File: src/rtl/hsd_pkg.sv
`timescale 1ns / 1ps
`default_nettype none
// ----------------------------------------------------------------------------
// hsd_pkg
// Shared types and constants of the static Huffman stream decoder.
// ----------------------------------------------------------------------------
package hsd_pkg;

    // default sizes
    localparam int MAX_LEAVES_DEF        = 256;
    localparam int LENGTH_FIELD_BITS_DEF = 12;

    // result status codes
    localparam logic [2:0] ST_SYMBOL    = 3'd0;
    localparam logic [2:0] ST_UNDERFLOW = 3'd1;
    localparam logic [2:0] ST_LEFTOVER  = 3'd2;
    localparam logic [2:0] ST_BAD_CODE  = 3'd3;
    localparam logic [2:0] ST_TRUNCATED = 3'd4;

    // stream parse phase
    typedef enum logic [1:0] {
        PH_COUNT,
        PH_LENGTH,
        PH_TREE,
        PH_CODE
    } phase_t;

    // controller states
    typedef enum logic [2:0] {
        S_IDLE,
        S_BIT,
        S_POP,
        S_CODE,
        S_END,
        S_FLUSH
    } state_t;

    // commands from controller to datapath
    typedef struct packed {
        logic load;
        logic step;
        logic pop_done;
        logic code_done;
        logic end_check;
        logic flush;
    } hsd_cmd_t;

    // status from datapath to controller
    typedef struct packed {
        logic stop;
        logic pop_wait;
        logic code_wait;
        logic can_emit;
    } hsd_stat_t;

endpackage : hsd_pkg
`default_nettype wire

File: src/rtl/hsd_ctrl.sv
`timescale 1ns / 1ps
`default_nettype none
// ----------------------------------------------------------------------------
// hsd_ctrl
// Sequencer: takes one byte, walks its bits and closes the byte.
// ----------------------------------------------------------------------------
module hsd_ctrl (
    input  wire               clk,
    input  wire               rst_n,
    input  wire               in_valid,
    output logic              in_stall,
    output hsd_pkg::hsd_cmd_t cmd,
    input  hsd_pkg::hsd_stat_t stat
);
    import hsd_pkg::*;

    state_t state_reg;
    state_t state_next;

    // state register
    always_ff @(posedge clk or negedge rst_n)
    begin
        if (!rst_n)
        begin
            state_reg <= S_IDLE;
        end
        else
        begin
            state_reg <= state_next;
        end
    end

    // next state
    always_comb
    begin
        state_next = state_reg;
        unique case (state_reg)
            S_IDLE:
            begin
                if (in_valid)
                begin
                    state_next = S_BIT;
                end
            end
            S_BIT:
            begin
                if (stat.stop)
                begin
                    state_next = S_END;
                end
                else if (stat.can_emit)
                begin
                    if (stat.pop_wait)
                    begin
                        state_next = S_POP;
                    end
                    else if (stat.code_wait)
                    begin
                        state_next = S_CODE;
                    end
                end
            end
            S_POP, S_CODE:
            begin
                if (stat.can_emit)
                begin
                    state_next = S_BIT;
                end
            end
            S_END:
            begin
                if (stat.can_emit)
                begin
                    state_next = S_FLUSH;
                end
            end
            S_FLUSH:
            begin
                if (stat.can_emit)
                begin
                    state_next = S_IDLE;
                end
            end
            default:
            begin
                state_next = S_IDLE;
            end
        endcase
    end

    // command outputs
    always_comb
    begin
        cmd      = '0;
        in_stall = 1'b1;
        unique case (state_reg)
            S_IDLE:
            begin
                in_stall = 1'b0;
                cmd.load = in_valid;
            end
            S_BIT:
            begin
                cmd.step = !stat.stop && stat.can_emit;
            end
            S_POP:
            begin
                cmd.pop_done = stat.can_emit;
            end
            S_CODE:
            begin
                cmd.code_done = stat.can_emit;
            end
            S_END:
            begin
                cmd.end_check = stat.can_emit;
            end
            S_FLUSH:
            begin
                cmd.flush = stat.can_emit;
            end
            default:
            begin
                in_stall = 1'b1;
            end
        endcase
    end

endmodule : hsd_ctrl
`default_nettype wire

File: config.mk
export PLATFORM = sky130hd
export DESIGN_NAME = hsd_ctrl
export DESIGN_NICKNAME = d
export VERILOG_FILES = /design/src/rtl/hsd_pkg.sv /design/src/rtl/hsd_ctrl.sv
export SDC_FILE = /design/constraint.sdc
export NUM_CORES = 1
export LEC_CHECK = 0
export ABC_CLOCK_PERIOD_IN_PS = 1650
export BUFFER_PORTS_ARGS = -buffer_cell sky130_fd_sc_hd__buf_2
export CORE_AREA = 8 8 45 47
export DETAILED_ROUTE_END_ITERATION = 7
export DIE_AREA = 0 0 53 55
export PLACE_DENSITY = 0.36
export SYNTH_ARGS = -nofsm -noshare
export SYNTH_HDL_FRONTEND = slang
export SYNTH_SLANG_ARGS = --single-unit
File: constraint.sdc
create_clock -name clk -period 1.65 [get_ports clk]
set_clock_uncertainty 0.15 [all_clocks]
set_input_delay 0.33 -clock clk [delete_from_list [all_inputs] [get_ports clk]]
set_output_delay 0.33 -clock clk [all_outputs]
set_load 0.1 [all_outputs]
Word level (Yosys, flattened, before mapping)

Cells that the tools add are included.

Register bits: 3
Input bits: 7
Output and inout port bits: 7
Word-level logic and storage cells: 33

Eq/ne operators: 11
Muxes and demuxes: 16
Reduce and logical (&&, ||, !) cells: 5

Operators with widths:

| cell                                                                   | number |
|---|---|
| 3-bit two-way mux                                                      | 8 |
| 3-bit case mux with 5 select lines                                     | 1 |
| 2-bit inequality test (second input constant)                          | 4 |
| 1-bit two-way mux                                                      | 7 |
| 3-bit by 2-bit equality test with 1-bit output (second input constant) | 2 |
| 3-bit equality test (second input constant)                            | 2 |
| 6-bit AND reduction                                                    | 1 |
| 4-bit inequality test (second input constant)                          | 1 |
| 3-bit by 1-bit equality test with 1-bit output (second input constant) | 1 |
| 3-bit logical NOT                                                      | 1 |
| 3-bit inequality test (second input constant)                          | 1 |
| 2-bit OR reduction                                                     | 1 |
| 1-bit logical AND                                                      | 1 |
| 1-bit logical NOT                                                      | 1 |

Logic depth before layout (Yosys ltp)

Gate-level depths: netlist of the first run.

Word-level depth: 5
Gate-level depth with buffers: 4
Mapped depth without buffers: 3

Worst setup path after synthesis of the first run

OpenSTA, ideal clock, no wires.

Path kind: register to register
From: register state_reg[1]
To: register state_reg[1]
Library setup time: 0.085 ns
Arrival: 3.729 ns
Data required time: 1.415 ns
Setup slack: -2.314 ns
Cell stages (with the launch flop): 3
Buffers on the path: 0
Period minus slack after synthesis: 3.964 ns
Cells stage by stage: dfrtp_1 -> nor4_1 -> o2bb2ai_1

Word-level cells in the longest chain between the ends: 4
Elaborated cells between the ends (all ways): 15
Classes of those cells: eq/ne (11); mux (1); reduce/logical (3)

RTL lines:

| item                                           | line           | source |
|---|---|---|
| start: declaration                             | hsd_ctrl.sv:17 | `state_t state_reg;` |
| start signal: assignment                       | hsd_ctrl.sv:29 | `state_reg <= state_next;` |
| 3-bit by 2-bit equality test with 1-bit output | hsd_ctrl.sv:37 | `unique case (state_reg)` |
| 2-bit OR reduction                             | hsd_ctrl.sv:37 |  |
| 2-bit inequality test (no line)                | --             |  |
| 6-bit AND reduction (no line)                  | --             |  |

Parallel ways exist; a longest one is shown, timed or not.
A chain may end at the register's enable or synchronous reset.

==> results of run 1 <==
-- per-stage QoR --
stage	util, %	instance area (um2)	setup WS, ns	hold WS, ns	setup TNS (ns)
floorplan	-	308	-0.438	-0.116	-1.76
global placement	36.3	502	0.0775	-0.0218	0
detailed placement	36.3	502	0.0694	-0.0214	0
CTS	43.4	601	-0.185	0.242	-0.813
global route	45.6	631	-0.207	0.272	-1.02
finish	45.6	631	-0.173	0.251	-0.753
-- power groups by stage --
| stage | clock network (mW) | registers, mW | logic, mW |
|---|---|---|---|
| after floorplan | 0 | 0.159 | 0.539 |
| after global placement | 0 | 0.134 | 0.766 |
| after detailed placement | 0 | 0.135 | 0.765 |
| after CTS | 0.137 | 0.135 | 0.895 |
| after global routing | 0.138 | 0.140 | 1.01 |
| final | 0.129 | 0.137 | 0.968 |
-- cells in the mapped netlist --
cell type and count:
a31oi_1 1, inv_1 4, nor4_1 1, nor2_1 4, a21oi_1 1, nor3_1 3, mux2i_1 1, or2_2 1
nand2_1 3, or3_1 2, buf_4 1, o221a_1 1, o2bb2ai_1 1, nand2b_4 1, dfrtp_1 3, o22ai_1 1
-- logic make-up after synthesis --
family / Yosys count / share of synthesized area, %
multiplexers: 1 / 4.44
AO/OA/AOI/OAI: 5 / 16.7
flip-flops: 3 / 33.3
AND/OR/NAND/NOR: 15 / 35.6
buffers and inverters: 5 / 10.0
-- repair_timing --
action,in CTS,in global routing
hold buffers,1,0
gates resized for setup,7,5
setup buffers,5,2
pin swaps,4,4
endpoints found under the hold margin,3,0
setup endpoints to repair,7,7
-- cell type report --
cell class	count	area, um2
tap	16	20.0
multi-input combinational	21	211
inverter	4	17.5
sequential	3	77.6
clock buffer	4	26.3
timing repair buffer	25	278
fill	147	753
-- routing by layer --
layer,vias to the layer above,wire length (um)
met5,-,0
met4,0,0
met3,0,63
met2,10,455
met1,155,332
li1,157,-
-- path summary, 6_finish.rpt --
| kind | endpoint | start | slack (ns) |
|---|---|---|---|
| setup reg to reg | state_reg[2]$_DFFE_PN0P_ | state_reg[0]$_DFFE_PN0P_ | 0.18 |
| min in group asynchronous | state_reg[0]$_DFFE_PN0P_ | rst_n | 0.27 |
| hold / removal | state_reg[1]$_DFFE_PN0P_ | stat[1] | 0.25 |
| setup / recovery | cmd[5] | state_reg[0]$_DFFE_PN0P_ | -0.17 |
| hold reg to reg | state_reg[0]$_DFFE_PN0P_ | state_reg[0]$_DFFE_PN0P_ | 0.44 |
| max in group asynchronous | state_reg[1]$_DFFE_PN0P_ | rst_n | 0.96 |
-- tightest hold or removal path: stages --
cell and delay, ns:
buf_2 0.07, or2_2 0.08, o2bb2ai_1 0.10
==> run metrics, run 1 <==
fin nets between 60 and 70; hold path cells 3; Pint 616 uW; total track usage approximately 7.1%; largest net degree at the start of global routing 7; vias in the first global route 342; Final setup viols 7; placed cell count 61; initial antenna violation count 0; drt drc 0; I/O pin count 14; crit-path cells or3_4 > nor2_4 > buf_12; antenna-violating nets left 0; Yosys top cell area share about a third; max_slew headroom 80.4%; Lkg Pwr between 0.2 and 0.3 nW; crit end category output pin; drt via density around 4.4; HPWL Detailed around 650 um; Final Max Tran Viols 0; CTS buffer count 3; Synth cell types 16; Stages on worst setup path 3; Die Span Y 55 um; clk_lat worst skew approximately 0.23 ns; Peak VDD IR about 0.00080 V; busiest layer in global routing met2; status complete, but fails checks; Hold Vio Cnt, Final 0; Largest register FFs 3; Placer Congestion 0.778; clock root cell clkbuf_4; violated checks setup timing; min Tclk post-route between 1.5 and 2 ns; CP startpoint kind register; first-pass GRT wire length around 1.5 mm; Setup CP Type reg2out; I/O Buffers 13; M1 GR Usage between 7 and 8%; Ys Warns 0; Worst R2R Path Depth 6; Post-Syn Area 225 um2; Initial Util between 15 and 20%; crit-path max FO 2; Worst Path Required roughly 1.2 ns; clock tree sinks 3; drt total wl approximately 850 um; Arr. time, crit path about 1.3 ns; Slew @ Worst Pin ~0.3 ns; 1st-iter DRT viols 1; clock group share of total power between 10% and 20%; register share of total power between 10% and 20%; CP delay by family, top simple AND/OR/NAND/NOR gates; Max Cap Viol 0; Switch Pwr between 600 and 700 uW; Slowest-stage cell, CP or3_4; DR WL/cell between 10 and 15 um; total global routing overflow 0; diode count 0; Mapped Nets 36; top post-synthesis cells by area dfrtp_1 33%, nor3_1 6.7%, inv_1 6.7%; placeable core area approximately 1400 um2; area grow syn2layout 180%; clock tree buffer depth 2; Seq/Total Area, Yosys around 33%; grt met2 use between 10% and 20%; Worst Setup Slack, final -0.173 ns; post-synthesis sequential element count 3; fin crit share 110%; Crit path largest cell delay 0.42 ns; H-tree depth reported by CTS 1; layout cells sized above 1 71.9%; Worst Path Buf+Inv 1; Die Span X roughly 53 um; Pwr Total ~1.2 mW; met3 Resource Use GR under 10%; Worst Hold Class in2reg; RSZ-0062 raised after global routing true; clk slew on worst S/H paths approximately 0.04 ns; CTS tree done; DIE AREA roughly 2900 um2; drt pass-1 iters 2; post-route non-filler standard cell count between 70 and 80; # rows 14; switching share of power 50.1%; Post-Syn Area per Cell 7.77 um2; commonest non-fill, non-tap cells in the layout 7 x buf_12, 7 x buf_4, 6 x buf_2; Combinational Power Share around four fifths; via count about 320; Pwr Density ~2000 nW/um2; area leader, netlist dfrtp_1; Peak Freq 549 MHz; Mapped Cells 29
Power figures use the tool's default switching activity.
==> run 2: changes to the inputs <==
--- a/config.mk
+++ b/config.mk
@@ -10,7 +10,7 @@
 export CORE_AREA = 8 8 45 47
 export DETAILED_ROUTE_END_ITERATION = 7
 export DIE_AREA = 0 0 53 55
-export PLACE_DENSITY = 0.36
+export PLACE_DENSITY_LB_ADDON = 0.3
 export SYNTH_ARGS = -nofsm -noshare
 export SYNTH_HDL_FRONTEND = slang
 export SYNTH_SLANG_ARGS = --single-unit
==> run 2 against run 1 <==
The run still ends with setup timing left. Sequential power is 5% lower. Sequential cell count stayed put. Combinational power is 14% lower. Hold slack worse by 0.012 ns. Power is 12% lower. Cell area is 8.3% lower. Final cell count is 4.1% lower. Critical endpoint unchanged.
==> run metrics, run 2 (synthesis gave the netlist of run 1 again) <==
status complete, but fails checks; violated checks setup timing; commonest non-fill, non-tap cells in the layout 7 x buf_4, 6 x buf_2, 6 x buf_12; Pwr Density 1890 nW/um2 (-3.6%); via count 298 (-7.5%); crit-path max FO 2 (unchanged); post-route non-filler standard cell count 70 (-4.1%); Worst Path Required 1.17 ns (about the same); H-tree depth reported by CTS 1 (unchanged); drt via density 4.26 (-3.5%); Hold Vio Cnt, Final 0 (unchanged); Worst Hold Class in2reg; Setup CP Type reg2out; DIE AREA 2920 um2 (unchanged); Die Span Y 55 um (unchanged); commonest non-fill, non-tap cell in the layout buf_4; Sequential cell area 77.6 um2 (unchanged); multi-input combinational cell area 204 um2 (-3.6%); total track usage 5.74% (-1.3 points); initial antenna violation count 0 (unchanged); drt total wl 774 um (-9.2%); clk slew on worst S/H paths 0.04 ns (about the same); Peak VDD IR 0.000744 V (-6.6%); hold path start stat[0]; fin nets 62 (-4.6%); clk_lat worst skew 0.23 ns (about the same); CP startpoint kind register; Placer Congestion 0.761 (-2.2%); Worst R2R Path Depth 5 (-1); clock tree sinks 3 (unchanged); Arr. time, crit path 1.32 ns (-0.02 ns); largest net degree at the start of global routing 8 (+1); fin crit share 109% (-1.7 points); antenna-violating nets left 0 (unchanged); 1st-iter DRT viols 1 (unchanged); # rows 14 (unchanged); layout cells sized above 1 66.7% (-5.3 points); final hold slack 0.239 ns (-0.0118 ns); total global routing overflow 0 (unchanged); max_slew headroom 80.1% (-0.26 points); CP delay by family, top simple AND/OR/NAND/NOR gates; CTS tree done; crit end category output pin; Final setup viols 7 (unchanged); Lkg Pwr 0.253 nW (-9.3%); Worst Setup SP state_reg[0]$_DFFE_PN0P_; Slowest-stage cell, CP or3_4; placeable core area 1380 um2 (unchanged); crit-path cells or3_4 > nor2_4 > buf_12; Worst Path Buf+Inv 1 (unchanged); r2r startpoint state_reg[2]$_DFFE_PN0P_; first-pass GRT wire length 1.21 mm (-18%); crit path capture cmd[5]; placed cell count 62 (+1.6%); I/O Buffers 13 (unchanged); diode count 0 (unchanged); Crit path largest cell delay 0.41 ns (about the same); drt drc 0 (unchanged); vias in the first global route 331 (-3.2%); I/O pin count 14 (unchanged); Max Cap Viol 0 (unchanged); clock root cell clkbuf_4; DR WL/cell 11.1 um (-5.3%); min Tclk post-route 1.80 ns (-0.0278 ns); Slew @ Worst Pin 0.296 ns (+0.00387 ns); Stages on worst setup path 3 (unchanged); terminus of the critical flop-to-flop path state_reg[0]$_DFFE_PN0P_; Largest register FFs 3 (unchanged); clock tree buffer depth 2 (unchanged); Fin Setup TNS -0.578 ns (+0.175 ns); Initial Util 16.3% (unchanged); r2r setup slk 0.19 ns (about the same); layout filler cell count 141 (-4.1%); CTS buffer count 3 (unchanged); Peak Freq 557 MHz (+1.5%); drt pass-1 iters 4 (+2); Die Span X 53 um (unchanged); HPWL Detailed 626 um (-3.6%); RSZ-0062 raised after global routing true; Worst Setup Slack, final -0.145 ns (+0.0278 ns); area grow syn2layout 157%; Final Max Tran Viols 0 (unchanged); utilization after layout 41.8% (-3.8 points)
-- run 2: cell types whose count changed in the layout (fill, tap and decap cells not counted) --
cell and change:
nand2_1 +1, buf_6 -2, buf_12 -1, nand2_4 -1, inv_4 -1, inv_1 +1
-- run 2: final cells by class --
class,count,area share [%]
inverters,4,2.60
multi-input cells,21,35.3
flip-flops and latches,3,13.4
repair buffers,22,40.7
clock buffers,4,4.55
well taps,16,3.46
-- run 2: routing by layer --
metal  vias to the layer above  global-route usage (%)  part of all wire [%]
li1                        152                       -                     -
met1                       131                    6.25                    46
met2                        13                    8.01                    43
met3                         2                    4.01                   9.6
met4                         0                    3.45                   1.8
met5                         -                       0                     0
-- run 2: worst min-delay path by stage --
stage	endpoint	slack (ns)	cells after the start
after floorplan	state_reg[0]$_DFFE_PN0P_	-0.12	0
after global placement	state_reg[2]$_DFFE_PN0P_	-0.02	1
after detailed placement	state_reg[2]$_DFFE_PN0P_	-0.02	1
after CTS	state_reg[1]$_DFFE_PN0P_	0.23	2
after global routing	state_reg[1]$_DFFE_PN0P_	0.25	2
final	state_reg[1]$_DFFE_PN0P_	0.24	2
-- run 2: timing repair --
| item | CTS | global route |
|---|---|---|
| resized for setup | 3 | 0 |
| buffers inserted | 3 | 0 |
| setup endpoints to repair | 7 | 7 |
| hold buffers | 1 | 0 |
| pin swaps | 1 | 0 |
| endpoints found under the hold margin | 3 | 0 |
-- run 2: report_power, final --
group | total (mW) | leakage, nW | internal (mW) | switching (mW)
combinational | 0.833 | 0.204 | 0.315 | 0.518
clock | 0.127 | 0.0150 | 0.0905 | 0.0365
sequential | 0.130 | 0.0350 | 0.107 | 0.0224
-- run 2: metrics by stage --
stage / instance area [um2] / power, mW / worst slack, ns
global route: 578 / 1.13 / -0.179
floorplan: 308 / 0.698 / -0.438
CTS: 578 / 1.10 / -0.160
global placement: 509 / 0.907 / 0.0893
detailed placement: 509 / 0.908 / 0.0803
finish: 578 / 1.09 / -0.145
-- run 2: worst reg2reg max path, delay by kind of cell (launching register included) --
kind / cells / cell delay, ns
AOI/OAI and AO/OA: 2 / 0.38
buffers and inverters: 2 / 0.30
DFF: 1 / 0.38
and+or+nand+nor: 1 / 0.17
